### src/sv/nsirt_pkg.sv
// Shared types and constants of the stream rate tracker.
package nsirt_pkg;

  localparam int ID_W    = 13;
  localparam int PAY_W   = 16;
  localparam int ELAP_W  = 32;
  localparam int CNT_W   = 48;
  localparam int RATE_W  = 32;
  localparam int SLOT_W  = 3;
  localparam int MAX_OUT = 8;

  localparam logic [CNT_W-1:0]  COUNT_MAX = {CNT_W{1'b1}};
  localparam logic [RATE_W-1:0] RATE_MAX  = {RATE_W{1'b1}};

  localparam logic KIND_ADD    = 1'b0;
  localparam logic KIND_REPORT = 1'b1;

  typedef struct packed {
    logic [ID_W-1:0]  id;
    logic [CNT_W-1:0] count;
  } entry_t;

  typedef struct packed {
    logic              start;
    logic [CNT_W-1:0]  dividend;
    logic [ELAP_W-1:0] divisor;
  } div_req_t;

endpackage

### src/sv/top_n_stream_id_rate_tracker.sv
// Top level of the top-N stream rate tracker with its sequencer.
// Usage:
//   Input stream: tuser carries the kind (add or report), tdata the stream id,
//   payload bytes and elapsed milliseconds. One transfer is one item.
//   Output stream: on a report, one transfer per occupied slot up to MAX_OUT,
//   in rank order, tlast on the final one; an empty table yields one marker
//   with tuser low. Config channel: cfg_data_i bit 0 selects bytes (1) or
//   bits (0); it is always ready, and the user writes it only while the
//   block is idle; the block itself does not enforce this.
//   An add is a scan of the occupied slots through one id compare, then one
//   slot move per cycle through one count compare, each bound by the single
//   table memory port. A report takes, per result, a table read, the
//   one-bit-per-cycle divider (48 steps and its done flag) and an output
//   step; elapsed 0 skips the divider.
//   s_axis_tready is high only while the sequencer is idle; a result waiting
//   in the output register does not block the next item, but a report stalls
//   while the receiver holds m_axis_tready low.
//   Reset empties the table through the fill count and sets byte mode.
module top_n_stream_id_rate_tracker #(
  parameter int SLOTS = 8
) (
  input  logic        clk_i,
  input  logic        rst_ni,
  input  logic        s_axis_tvalid,
  output logic        s_axis_tready,
  // [12:0] stream_id, [28:13] payload_bytes, [60:29] elapsed_ms, [63:61] zero
  input  logic [63:0] s_axis_tdata,
  // [0] kind
  input  logic        s_axis_tuser,
  output logic        m_axis_tvalid,
  input  logic        m_axis_tready,
  // [2:0] slot, [15:3] stream_id_out, [47:16] rate
  output logic [47:0] m_axis_tdata,
  // [0] active
  output logic        m_axis_tuser,
  output logic        m_axis_tlast,
  input  logic        cfg_valid_i,
  output logic        cfg_ready_o,
  input  logic        cfg_data_i
);
  import nsirt_pkg::*;

  localparam int IDX_W  = (SLOTS > 1) ? $clog2(SLOTS) : 1;
  localparam int FILL_W = $clog2(SLOTS + 1);

  localparam logic [2:0] ST_IDLE      = 3'd0;
  localparam logic [2:0] ST_SCAN      = 3'd1;
  localparam logic [2:0] ST_BUBBLE    = 3'd2;
  localparam logic [2:0] ST_WRITE     = 3'd3;
  localparam logic [2:0] ST_REP_LOAD  = 3'd4;
  localparam logic [2:0] ST_REP_DIV   = 3'd5;
  localparam logic [2:0] ST_REP_OUT   = 3'd6;
  localparam logic [2:0] ST_REP_EMPTY = 3'd7;

  logic [2:0]        state_q, state_d;
  logic [FILL_W-1:0] fill_q, fill_d;
  logic [IDX_W-1:0]  ra_q, ra_d;
  logic [IDX_W-1:0]  pos_q, pos_d;
  entry_t            hold_q, hold_d;
  logic [ID_W-1:0]   rep_id_q, rep_id_d;
  logic              rate_in_bytes_q;

  logic [ID_W-1:0]   item_id_q;
  logic [PAY_W-1:0]  item_pay_q;
  logic [ELAP_W-1:0] item_elap_q;

  logic              out_valid_q, out_valid_d;
  logic [SLOT_W-1:0] out_slot_q, out_slot_d;
  logic [ID_W-1:0]   out_id_q, out_id_d;
  logic [RATE_W-1:0] out_rate_q, out_rate_d;
  logic              out_active_q, out_active_d;
  logic              out_last_q, out_last_d;
  logic              out_load, out_free;

  logic              accept;
  logic              in_kind;
  logic [ID_W-1:0]   in_id;
  logic [PAY_W-1:0]  in_pay;
  logic [ELAP_W-1:0] in_elap;

  logic              mem_we;
  logic [IDX_W-1:0]  mem_waddr;
  entry_t            mem_wdata;
  entry_t            rd;

  div_req_t          div_req;
  logic              div_done;
  logic [CNT_W-1:0]  div_quot;
  logic [CNT_W+9:0]  prod;
  logic [CNT_W-1:0]  quot;
  logic [RATE_W-1:0] rate;

  logic [CNT_W:0]    sum;
  logic [CNT_W-1:0]  sat_cnt;
  logic              full;
  logic              scan_end;
  logic [CNT_W-1:0]  last_cnt;
  logic              rep_last;
  logic [IDX_W-1:0]  ins_pos;

  assign accept        = s_axis_tvalid && s_axis_tready;
  assign s_axis_tready = (state_q == ST_IDLE);
  assign in_kind       = s_axis_tuser;
  assign in_id         = s_axis_tdata[12:0];
  assign in_pay        = s_axis_tdata[28:13];
  assign in_elap       = s_axis_tdata[60:29];
  assign cfg_ready_o   = 1'b1;

  nsirt_table_mem #(.DEPTH(SLOTS)) u_mem (
    .clk_i   (clk_i),
    .we_i    (mem_we),
    .waddr_i (mem_waddr),
    .wdata_i (mem_wdata),
    .raddr_i (ra_d),
    .rdata_o (rd)
  );

  nsirt_divider u_div (
    .clk_i  (clk_i),
    .rst_ni (rst_ni),
    .req_i  (div_req),
    .done_o (div_done),
    .quot_o (div_quot)
  );

  always_comb begin
    sum      = {1'b0, rd.count} + (CNT_W + 1)'(item_pay_q);
    sat_cnt  = sum[CNT_W] ? COUNT_MAX : sum[CNT_W-1:0];
    full     = (fill_q == FILL_W'(SLOTS));
    scan_end = ((FILL_W'(ra_q) + FILL_W'(1)) == fill_q);
    last_cnt = full ? rd.count : '0;
    rep_last = ((FILL_W'(ra_q) + FILL_W'(1)) == fill_q) || (int'(ra_q) == MAX_OUT - 1);
    ins_pos  = full ? IDX_W'(SLOTS - 1) : IDX_W'(fill_q);
    prod     = {rd.count, 10'b0} - ((CNT_W + 10)'(rd.count) << 4)
               - ((CNT_W + 10)'(rd.count) << 3);
    quot     = (item_elap_q == '0) ? '0 : div_quot;
    if (rate_in_bytes_q) begin
      rate = (quot > CNT_W'(RATE_MAX)) ? RATE_MAX : quot[RATE_W-1:0];
    end else begin
      rate = (quot > CNT_W'(RATE_MAX >> 3)) ? RATE_MAX : {quot[RATE_W-4:0], 3'b000};
    end
  end

  assign out_free = !out_valid_q || m_axis_tready;

  always_comb begin
    state_d          = state_q;
    fill_d           = fill_q;
    ra_d             = ra_q;
    pos_d            = pos_q;
    hold_d           = hold_q;
    rep_id_d         = rep_id_q;
    mem_we           = 1'b0;
    mem_waddr        = pos_q;
    mem_wdata        = hold_q;
    div_req.start    = 1'b0;
    div_req.dividend = prod[CNT_W+9:10];
    div_req.divisor  = item_elap_q;
    out_load         = 1'b0;
    out_slot_d       = SLOT_W'(ra_q);
    out_id_d         = rep_id_q;
    out_rate_d       = rate;
    out_active_d     = 1'b1;
    out_last_d       = rep_last;
    case (state_q)
      ST_IDLE: begin
        if (accept) begin
          if (in_kind == KIND_REPORT) begin
            if (fill_q == '0) begin
              state_d = ST_REP_EMPTY;
            end else begin
              ra_d    = '0;
              state_d = ST_REP_LOAD;
            end
          end else if (fill_q == '0) begin
            if (in_pay != '0) begin
              hold_d  = '{id: in_id, count: CNT_W'(in_pay)};
              pos_d   = '0;
              fill_d  = FILL_W'(1);
              state_d = ST_WRITE;
            end
          end else begin
            ra_d    = '0;
            state_d = ST_SCAN;
          end
        end
      end
      ST_SCAN: begin
        if (rd.id == item_id_q) begin
          hold_d = '{id: item_id_q, count: sat_cnt};
          pos_d  = ra_q;
          if (ra_q == '0) begin
            state_d = ST_WRITE;
          end else begin
            ra_d    = ra_q - IDX_W'(1);
            state_d = ST_BUBBLE;
          end
        end else if (scan_end) begin
          if (CNT_W'(item_pay_q) > last_cnt) begin
            hold_d = '{id: item_id_q, count: CNT_W'(item_pay_q)};
            pos_d  = ins_pos;
            if (!full) begin
              fill_d = fill_q + FILL_W'(1);
            end
            if (ins_pos == '0) begin
              state_d = ST_WRITE;
            end else begin
              ra_d    = ins_pos - IDX_W'(1);
              state_d = ST_BUBBLE;
            end
          end else begin
            state_d = ST_IDLE;
          end
        end else begin
          ra_d = ra_q + IDX_W'(1);
        end
      end
      ST_BUBBLE: begin
        if (rd.count < hold_q.count) begin
          mem_we    = 1'b1;
          mem_waddr = pos_q;
          mem_wdata = rd;
          pos_d     = pos_q - IDX_W'(1);
          if (pos_q == IDX_W'(1)) begin
            state_d = ST_WRITE;
          end else begin
            ra_d = pos_q - IDX_W'(2);
          end
        end else begin
          state_d = ST_WRITE;
        end
      end
      ST_WRITE: begin
        mem_we  = 1'b1;
        state_d = ST_IDLE;
      end
      ST_REP_LOAD: begin
        rep_id_d = rd.id;
        if (item_elap_q == '0) begin
          state_d = ST_REP_OUT;
        end else begin
          div_req.start = 1'b1;
          state_d       = ST_REP_DIV;
        end
      end
      ST_REP_DIV: begin
        if (div_done) begin
          state_d = ST_REP_OUT;
        end
      end
      ST_REP_OUT: begin
        if (out_free) begin
          out_load = 1'b1;
          if (rep_last) begin
            fill_d  = '0;
            state_d = ST_IDLE;
          end else begin
            ra_d    = ra_q + IDX_W'(1);
            state_d = ST_REP_LOAD;
          end
        end
      end
      ST_REP_EMPTY: begin
        out_slot_d   = '0;
        out_id_d     = '0;
        out_rate_d   = '0;
        out_active_d = 1'b0;
        out_last_d   = 1'b1;
        if (out_free) begin
          out_load = 1'b1;
          state_d  = ST_IDLE;
        end
      end
      default: begin
        state_d = ST_IDLE;
      end
    endcase
  end

  always_comb begin
    if (out_load) begin
      out_valid_d = 1'b1;
    end else if (m_axis_tready) begin
      out_valid_d = 1'b0;
    end else begin
      out_valid_d = out_valid_q;
    end
  end

  always_ff @(posedge clk_i or negedge rst_ni) begin
    if (!rst_ni) begin
      state_q         <= ST_IDLE;
      fill_q          <= '0;
      ra_q            <= '0;
      out_valid_q     <= 1'b0;
      rate_in_bytes_q <= 1'b1;
    end else begin
      state_q     <= state_d;
      fill_q      <= fill_d;
      ra_q        <= ra_d;
      out_valid_q <= out_valid_d;
      if (cfg_valid_i && cfg_ready_o) begin
        rate_in_bytes_q <= cfg_data_i;
      end
    end
  end

  always_ff @(posedge clk_i) begin
    pos_q    <= pos_d;
    hold_q   <= hold_d;
    rep_id_q <= rep_id_d;
    if (accept) begin
      item_id_q   <= in_id;
      item_pay_q  <= in_pay;
      item_elap_q <= in_elap;
    end
    if (out_load) begin
      out_slot_q   <= out_slot_d;
      out_id_q     <= out_id_d;
      out_rate_q   <= out_rate_d;
      out_active_q <= out_active_d;
      out_last_q   <= out_last_d;
    end
  end

  assign m_axis_tvalid = out_valid_q;
  assign m_axis_tdata  = {out_rate_q, out_id_q, out_slot_q};
  assign m_axis_tuser  = out_active_q;
  assign m_axis_tlast  = out_last_q;

endmodule

### src/sv/nsirt_table_mem.sv
// Slot table storage: one write port, one registered read port.
module nsirt_table_mem #(
  parameter int DEPTH = 8,
  localparam int AW = (DEPTH > 1) ? $clog2(DEPTH) : 1
) (
  input  logic              clk_i,
  input  logic              we_i,
  input  logic [AW-1:0]     waddr_i,
  input  nsirt_pkg::entry_t wdata_i,
  input  logic [AW-1:0]     raddr_i,
  output nsirt_pkg::entry_t rdata_o
);
  import nsirt_pkg::*;

  entry_t mem [DEPTH];
  entry_t rdata_q;

  always_ff @(posedge clk_i) begin
    if (we_i) begin
      mem[waddr_i] <= wdata_i;
    end
    rdata_q <= mem[raddr_i];
  end

  assign rdata_o = rdata_q;

endmodule

### src/sv/nsirt_divider.sv
// Restoring divider, one quotient bit per cycle.
module nsirt_divider (
  input  logic                          clk_i,
  input  logic                          rst_ni,
  input  nsirt_pkg::div_req_t           req_i,
  output logic                          done_o,
  output logic [nsirt_pkg::CNT_W-1:0]   quot_o
);
  import nsirt_pkg::*;

  localparam int CW = $clog2(CNT_W + 1);

  logic [CW-1:0]     cnt_q, cnt_d;
  logic              done_q, done_d;
  logic [CNT_W-1:0]  q_q, q_d;
  logic [ELAP_W-1:0] rem_q, rem_d;
  logic [ELAP_W-1:0] dvs_q, dvs_d;
  logic [ELAP_W:0]   partial;
  logic              ge;

  always_comb begin
    partial = {rem_q, q_q[CNT_W-1]};
    ge      = partial >= {1'b0, dvs_q};
    cnt_d   = cnt_q;
    done_d  = 1'b0;
    q_d     = q_q;
    rem_d   = rem_q;
    dvs_d   = dvs_q;
    if (req_i.start) begin
      q_d   = req_i.dividend;
      rem_d = '0;
      dvs_d = req_i.divisor;
      cnt_d = CW'(CNT_W);
    end else if (cnt_q != '0) begin
      rem_d  = ge ? ELAP_W'(partial - {1'b0, dvs_q}) : partial[ELAP_W-1:0];
      q_d    = {q_q[CNT_W-2:0], ge};
      cnt_d  = cnt_q - CW'(1);
      done_d = (cnt_q == CW'(1));
    end
  end

  always_ff @(posedge clk_i or negedge rst_ni) begin
    if (!rst_ni) begin
      cnt_q  <= '0;
      done_q <= 1'b0;
    end else begin
      cnt_q  <= cnt_d;
      done_q <= done_d;
    end
  end

  always_ff @(posedge clk_i) begin
    q_q   <= q_d;
    rem_q <= rem_d;
    dvs_q <= dvs_d;
  end

  assign done_o = done_q;
  assign quot_o = q_q;

endmodule

### config.mk
export PLATFORM = sky130hd
export DESIGN_NAME = top_n_stream_id_rate_tracker
export DESIGN_NICKNAME = d
export VERILOG_FILES = /design/src/sv/nsirt_pkg.sv /design/src/sv/top_n_stream_id_rate_tracker.sv /design/src/sv/nsirt_table_mem.sv /design/src/sv/nsirt_divider.sv
export SDC_FILE = /design/constraint.sdc
export NUM_CORES = 2
export LEC_CHECK = 0
export ABC_CLOCK_PERIOD_IN_PS = 14400
export BUFFER_PORTS_ARGS = -buffer_cell sky130_fd_sc_hd__clkbuf_2
export CORE_UTILIZATION = 48
export DETAILED_ROUTE_END_ITERATION = 8
export PLACE_DENSITY_LB_ADDON = 0.25
export SLEW_MARGIN = 20
export SYNTH_ARGS = -nofsm -noshare
export SYNTH_HDL_FRONTEND = slang
export SYNTH_SLANG_ARGS = --single-unit
### constraint.sdc
create_clock -name clk_i -period 14.4 [get_ports clk_i]
set_input_delay 2.16 -clock clk_i [delete_from_list [all_inputs] [get_ports clk_i]]
set_output_delay 2.16 -clock clk_i [all_outputs]
set_load 0.05 [all_outputs]
Word-level counts from Yosys, hierarchy flattened
Memory sizes are Yosys's and may differ from the RTL's. A register that Yosys moved wholly into a read port is not among the register bits.
Index checks and enable logic that the tools add are counted.
- memory bits (writable): 488
- bits in registers: 319
- output and inout bits: 53
- input bits: 71
- memories: 1
- reductions and logical operators: 21
- muxes and demuxes: 85
- order comparisons: 5
- add/subtract/negate cells: 12
- equality and inequality tests: 30
- memory list (memory ; depth ; bits a word ; read ports ; clocked after memory_dff ; write ports ; line ; source):
    u_mem.mem ; 8 ; 61 ; 1 ; 1 ; 1 ; nsirt_table_mem.sv:15 ; entry_t mem [DEPTH];
- operators with widths (cell ; count):
    2-to-1 mux 61 bit ; 9
    2-to-1 mux 48 bit ; 5
    2-to-1 mux 32 bit ; 4
    one-hot mux 61 bit (2 select lines) ; 1
    2-to-1 mux 3 bit ; 33
    subtractor 58 x 51 -> 58 bit ; 1
    subtractor 58 x 52 -> 58 bit ; 1
    adder 48 x 16 -> 49 bit ; 1
    > comparator 16 x 48 -> 1 bit ; 1
    > comparator 48 x 29 -> 1 bit, second input constant ; 1
    > comparator 48 x 32 -> 1 bit, second input constant ; 1
    < comparator 48 bit ; 1
    2-to-1 mux 4 bit ; 10
    greater-or-equal comparator 33 x 32 -> 1 bit ; 1
    logical NOT 32 bit ; 1
    subtractor 32 bit ; 1
    one-hot mux 3 bit (8 select lines) ; 1
    inequality test 2 bit, second input constant ; 9
    nonzero test 16 bit ; 1
    2-to-1 mux 1 bit ; 14
    AND reduction 7 bit ; 2
    equality test 13 bit ; 1
    equality test 3 bit, second input constant ; 4
    2-to-1 mux 6 bit ; 2
    30 further kinds ; 47

Longest topological paths before layout
- depth in word-level cells: 8
- depth in mapped cells: 19

Hierarchy
Synthesis repeated with hierarchy kept, for this count alone.
- cells, all modules: 3278
- area total of the unflattened synthesis: 43401.6 µm²
- by module, submodules not included (module ; area each (µm²) ; cells each ; instances):
    nsirt_table_mem ; 19583.8 ; 780 ; 1
    top_n_stream_id_rate_tracker ; 16996.3 ; 1848 ; 1
    nsirt_divider ; 6821.5 ; 650 ; 1

Worst setup path after synthesis
No wires, ideal clock.
- kind: flip-flop to flip-flop
- start: reg fill_q[0]
- end: reg hold_q[0] (netlist name) (enable)
- library setup time: 0.807 ns
- stages on the path, launching flop included: 16
- path slack: 1.121 ns
- buffers on the path: 2
- arrival time: 12.472 ns
- cells stage by stage: dfrtp_1 > inv_1 > ha_1 > nand2_1 > nor2_2 > clkbuf_1 > nand2_1 > ha_1 > a21oi_1 > o21a_1 > o211a_1 > o211ai_1 > and3_1 > clkbuf_1 > nor2_1 > a2111oi_0
- cells in the longest elaborated chain, start to end: 5
- elaborated cells on any way between the ends: 9
- those cells by class: 1 x order compare; 5 x eq/ne; 1 x mux; 2 x reduce/logical
- RTL lines (element ; line ; source):
    start, declared ; top_n_stream_id_rate_tracker.sv:56 ; logic [FILL_W-1:0] fill_q, fill_d;
    start signal, assigned ; top_n_stream_id_rate_tracker.sv:299 ; fill_q <= fill_d;
    equality test 4 bit ; top_n_stream_id_rate_tracker.sv:129 ; full = (fill_q == FILL_W'(SLOTS));
    2-to-1 mux 48 bit ; top_n_stream_id_rate_tracker.sv:131 ; last_cnt = full ? rd.count : '0;
    > comparator 16 x 48 -> 1 bit ; top_n_stream_id_rate_tracker.sv:199 ; if (CNT_W'(item_pay_q) > last_cnt) begin
    inequality test 3 bit (no line) ; - ;
    AND reduction 7 bit (no line) * ; - ;
    end signal, assigned ; top_n_stream_id_rate_tracker.sv:310 ; hold_q <= hold_d;
    end, declared ; top_n_stream_id_rate_tracker.sv:59 ; entry_t hold_q, hold_d;
Mark *: on every way between the ends. The rest lies on a longest branch, timed or not.
A chain may end at the register's enable or synchronous reset.

Worst setup path after layout
- start: reg fill_q[0]
- end: reg u_mem.rdata_o[60] (netlist name)
- cells in the longest elaborated chain, start to end: 8
- elaborated cells on any way between the ends: 18
- those cells by class: 1 x add/sub; 1 x order compare; 2 x eq/ne; 11 x mux; 3 x reduce/logical
- RTL lines (element ; line ; source):
    parallel branches: the longest is 7 deep, another holds > comparator 16 x 48 -> 1 bit ; - ;
    one-hot mux 3 bit (4 select lines) * ; top_n_stream_id_rate_tracker.sv:165 ; case (state_q)
Every way passes the cells marked *.

==> flow_summary.json <==
{
  "setup_violations": 0,
  "grt_pass1_vias": 28880,
  "antenna_left": 0,
  "gp_congestion": 0.9333,
  "cts-hold-fix-buffers": 0,
  "drive_above_1_share": 0.1041,
  "numCtsBuffers": 92,
  "required_ns": 14.98,
  "cp.arrival_ns": 7.90,
  "port_buffers": 119,
  "cts_num_sinks": 868,
  "criticalPathCategory": "reg -> reg",
  "reg2regPathDepth": 18,
  "syn-num-nets": 4088,
  "synth_cell_types": 86,
  "synth_cells": 3755,
  "timing.rr.start": "fill_q[0]$_DFFE_PN0P_",
  "finalMaxSlewViolations": 0,
  "cp_slowest_cell": "buf_4",
  "dp_hpwl_mm": 68.98,
  "grt_overflow": 0,
  "synth.top_cell.area_share": 0.5138,
  "area_delta_synth_final_pct": 10.84,
  "dp_cells": 4886,
  "cp_max_fo": 71,
  "status": "completed",
  "setup.worst_path.start": "fill_q[0]$_DFFE_PN0P_",
  "synth_edf_count": 756,
  "clkTransAtPathRegs_ns": 0.07,
  "routed_wl_mm": 111.4,
  "fin_tns_setup_ns": 0,
  "ff2ff_setup_slack_ns": 7.08,
  "post_cts_buffers": 0,
  "ys_warn_count": 0,
  "worst_pin_slew_ns": 1.028,
  "cpPeakStageDelay_ns": 0.79,
  "core_area_um2": 90560,
  "fin_skew_ns": 0.03788,
  "ys_ff_latch": 868,
  "avgSynthCellArea_um2": 11.77,
  "fin_crit_ns": 7.321,
  "end_kind": "register",
  "maxSlewHeadroom": 0.3146,
  "root_buffer": "clkbuf_16",
  "clockBufferDepth": 3,
  "die_x_um": 305.4,
  "layout.cells.non_filler": 5058,
  "path_common_cell": "buf_4",
  "ys_seq_area_frac": 0.5667,
  "max_clock_freq_mhz": 136.6,
  "ys_async_sr_fraction": 0.02189,
  "netlist_area_um2": 44180,
  "dieArea_um2": 93260,
  "synth.most_common_cell": "edfxtp_1",
  "critPathLaunchType": "register",
  "tritoncts": "built",
  "die_y_um": 305.4,
  "vias": 30150,
  "ys.flop_type": "edfxtp_1",
  "max_cap_violations": 0,
  "critPathCapture": "u_mem.rdata_o[60]$_DFF_P_",
  "firstDrtPassIters": 6,
  "yosysTopAreaCell": "edfxtp_1",
  "regToRegEndpoint": "u_mem.rdata_o[60]$_DFF_P_",
  "rsz0062_at_grt": "no",
  "viasPerCell": 5.961,
  "hp-class": "reg -> reg",
  "drt_iter0_drc": 2607,
  "dr_wl_met3_mm": 8.436,
  "dr_wl_met2_mm": 50.69,
  "routed.top_layer": "met5",
  "nets": 4137,
  "final.period_utilization": 0.5084,
  "grt_max_degree": 104,
  "crit_path_cell_trace": "inv_1 > ha_1 > nand2_1 > nor2_2 > nand2_1 > ha_1 > nand4_1 > or4_1 > and3_1 > a21oi_1 > o211ai_2 > nand3_2 > buf_4 > and2_4 > buf_4 > buf_4 > a221oi_1 > nor4_1",
  "fillCellCount": 7686,
  "finalHoldViolations": 0,
  "ys_top_cells_by_count": "edfxtp_1 (756), nand2_1 (307), a21oi_1 (234)",
  "drc": 0,
  "yosys-top-cells-area": "edfxtp_1 (51%), ha_1 (6.2%), dfxtp_1 (4.2%), a221oi_1 (3.6%), and2_1 (3.1%)",
  "met1_length_mm": 49.23,
  "ios": 124,
  "rows": 110,
  "insertion_delay_ns": 0.69,
  "htree_num_levels": 3,
  "grt_pass1_wl_mm": 170.6,
  "grt_usage": 0.2355,
  "antenna_found_initial": 4,
  "post_cts_resized": 0,
  "wire_per_inst_um": 22.02,
  "initial_core_util": 0.4879
}
## worst min path at each step
| stage | cells after the start | start | endpoint | slack, ns |
|---|---|---|---|---|
| global route | 0 | item_elap_q[3]$_DFFE_PP_ | u_div.dvs_q[3]$_DFFE_PP_ | 0.46 |
| CTS | 0 | item_elap_q[18]$_DFFE_PP_ | u_div.dvs_q[18]$_DFFE_PP_ | 0.45 |
| floorplan | 0 | item_elap_q[16]$_DFFE_PP_ | u_div.dvs_q[16]$_DFFE_PP_ | 0.43 |
| finish | 0 | item_elap_q[19]$_DFFE_PP_ | u_div.dvs_q[19]$_DFFE_PP_ | 0.45 |
| detailed placement | 0 | item_elap_q[18]$_DFFE_PP_ | u_div.dvs_q[18]$_DFFE_PP_ | 0.44 |
| global placement | 0 | item_elap_q[13]$_DFFE_PP_ | u_div.dvs_q[13]$_DFFE_PP_ | 0.43 |
## metal layers
metal | up-vias | GRT usage
met5 | - | 0
met4 | 4 | 0.06720
met3 | 195 | 0.04832
met2 | 1009 | 0.3732
met1 | 14690 | 0.3276
li1 | 14250 | -
## logic make-up (layout without fill, tap and decap cells)
family / Yosys count / after routing / share of synthesized area
flops: 868 / 868 / 0.5667
compound gates: 1037 / 1037 / 0.1573
mux: 47 / 47 / 0.01116
simple gates: 1020 / 1020 / 0.1213
fa+ha+maj: 262 / 262 / 0.08150
other cells: 1 / 3 / 0.00008488
xor+xnor: 128 / 128 / 0.02537
buf+inv: 392 / 517 / 0.03653
## worst max-delay path: cells and delay by family (launching register included)
kind | cells | cell delay, ns
and+or+nand+nor | 9 | 3.29
buffers and inverters | 4 | 2.35
AOI/OAI and AO/OA | 3 | 0.55
adders and majority gates | 2 | 0.52
DFF | 1 | 0.42
## layout make-up
| class | count | area (um2) | share of cell area |
|---|---|---|---|
| inverter | 179 | 671.9 | 0.01372 |
| antenna | 2 | 5.005 | 0.0001022 |
| timing repair buffer | 168 | 963.4 | 0.01967 |
| clock buffer | 122 | 2556 | 0.05220 |
| tap | 1176 | 1471 | 0.03005 |
| multi-input combinational | 2495 | 17640 | 0.3601 |
| clock inverter | 48 | 628.1 | 0.01283 |
| sequential | 868 | 25040 | 0.5113 |
## metrics by stage
step                instance area (um2)  hold WS (ns)  worst slack, ns    util
detailed placement                45780        0.4369            7.082  0.5055
finish                            48970        0.4519            7.079  0.5408
floorplan                         44180        0.4268            1.121       -
CTS                               48970        0.4506            7.106  0.5407
global placement                  45780        0.4349            7.180  0.5055
global route                      48970        0.4599            6.678  0.5407
## registers in the layout, summed over array words and instances, names as in the netlist, 3 cells and up
name,flops
item_elap_q,32
u_mem.rdata_o,61
fill_q,4
u_div.rem_q,32
item_id_q,13
hold_q,61
out_rate_q,32
state_q,3
u_div.quot_o,48
u_div.dvs_q,32
u_div.cnt_q,6
rep_id_q,13
item_pay_q,16
pos_q,3
out_id_q,13
ra_q,3
u_mem.mem,488
out_slot_q,3
## layout by cell type, fill, tap and decap left out, drive strengths merged, types with 23 or more instances in the layout
master,count
a211oi,82
a21boi,66
a21o,69
a21oi,234
a221oi,184
a31oi,24
and2,217
buf,49
clkbuf,241
clkinv,26
dfxtp,93
edfxtp,756
fa,43
ha,219
inv,180
mux2i,29
nand2,308
nand2b,23
nand3,51
nand4,44
nor2,160
nor3,31
nor4,100
o21ai,230
xnor2,99
xor2,29
Power is not shown: default switching activity piles up to over one toggle a cycle in this logic, so the estimate is an artifact.
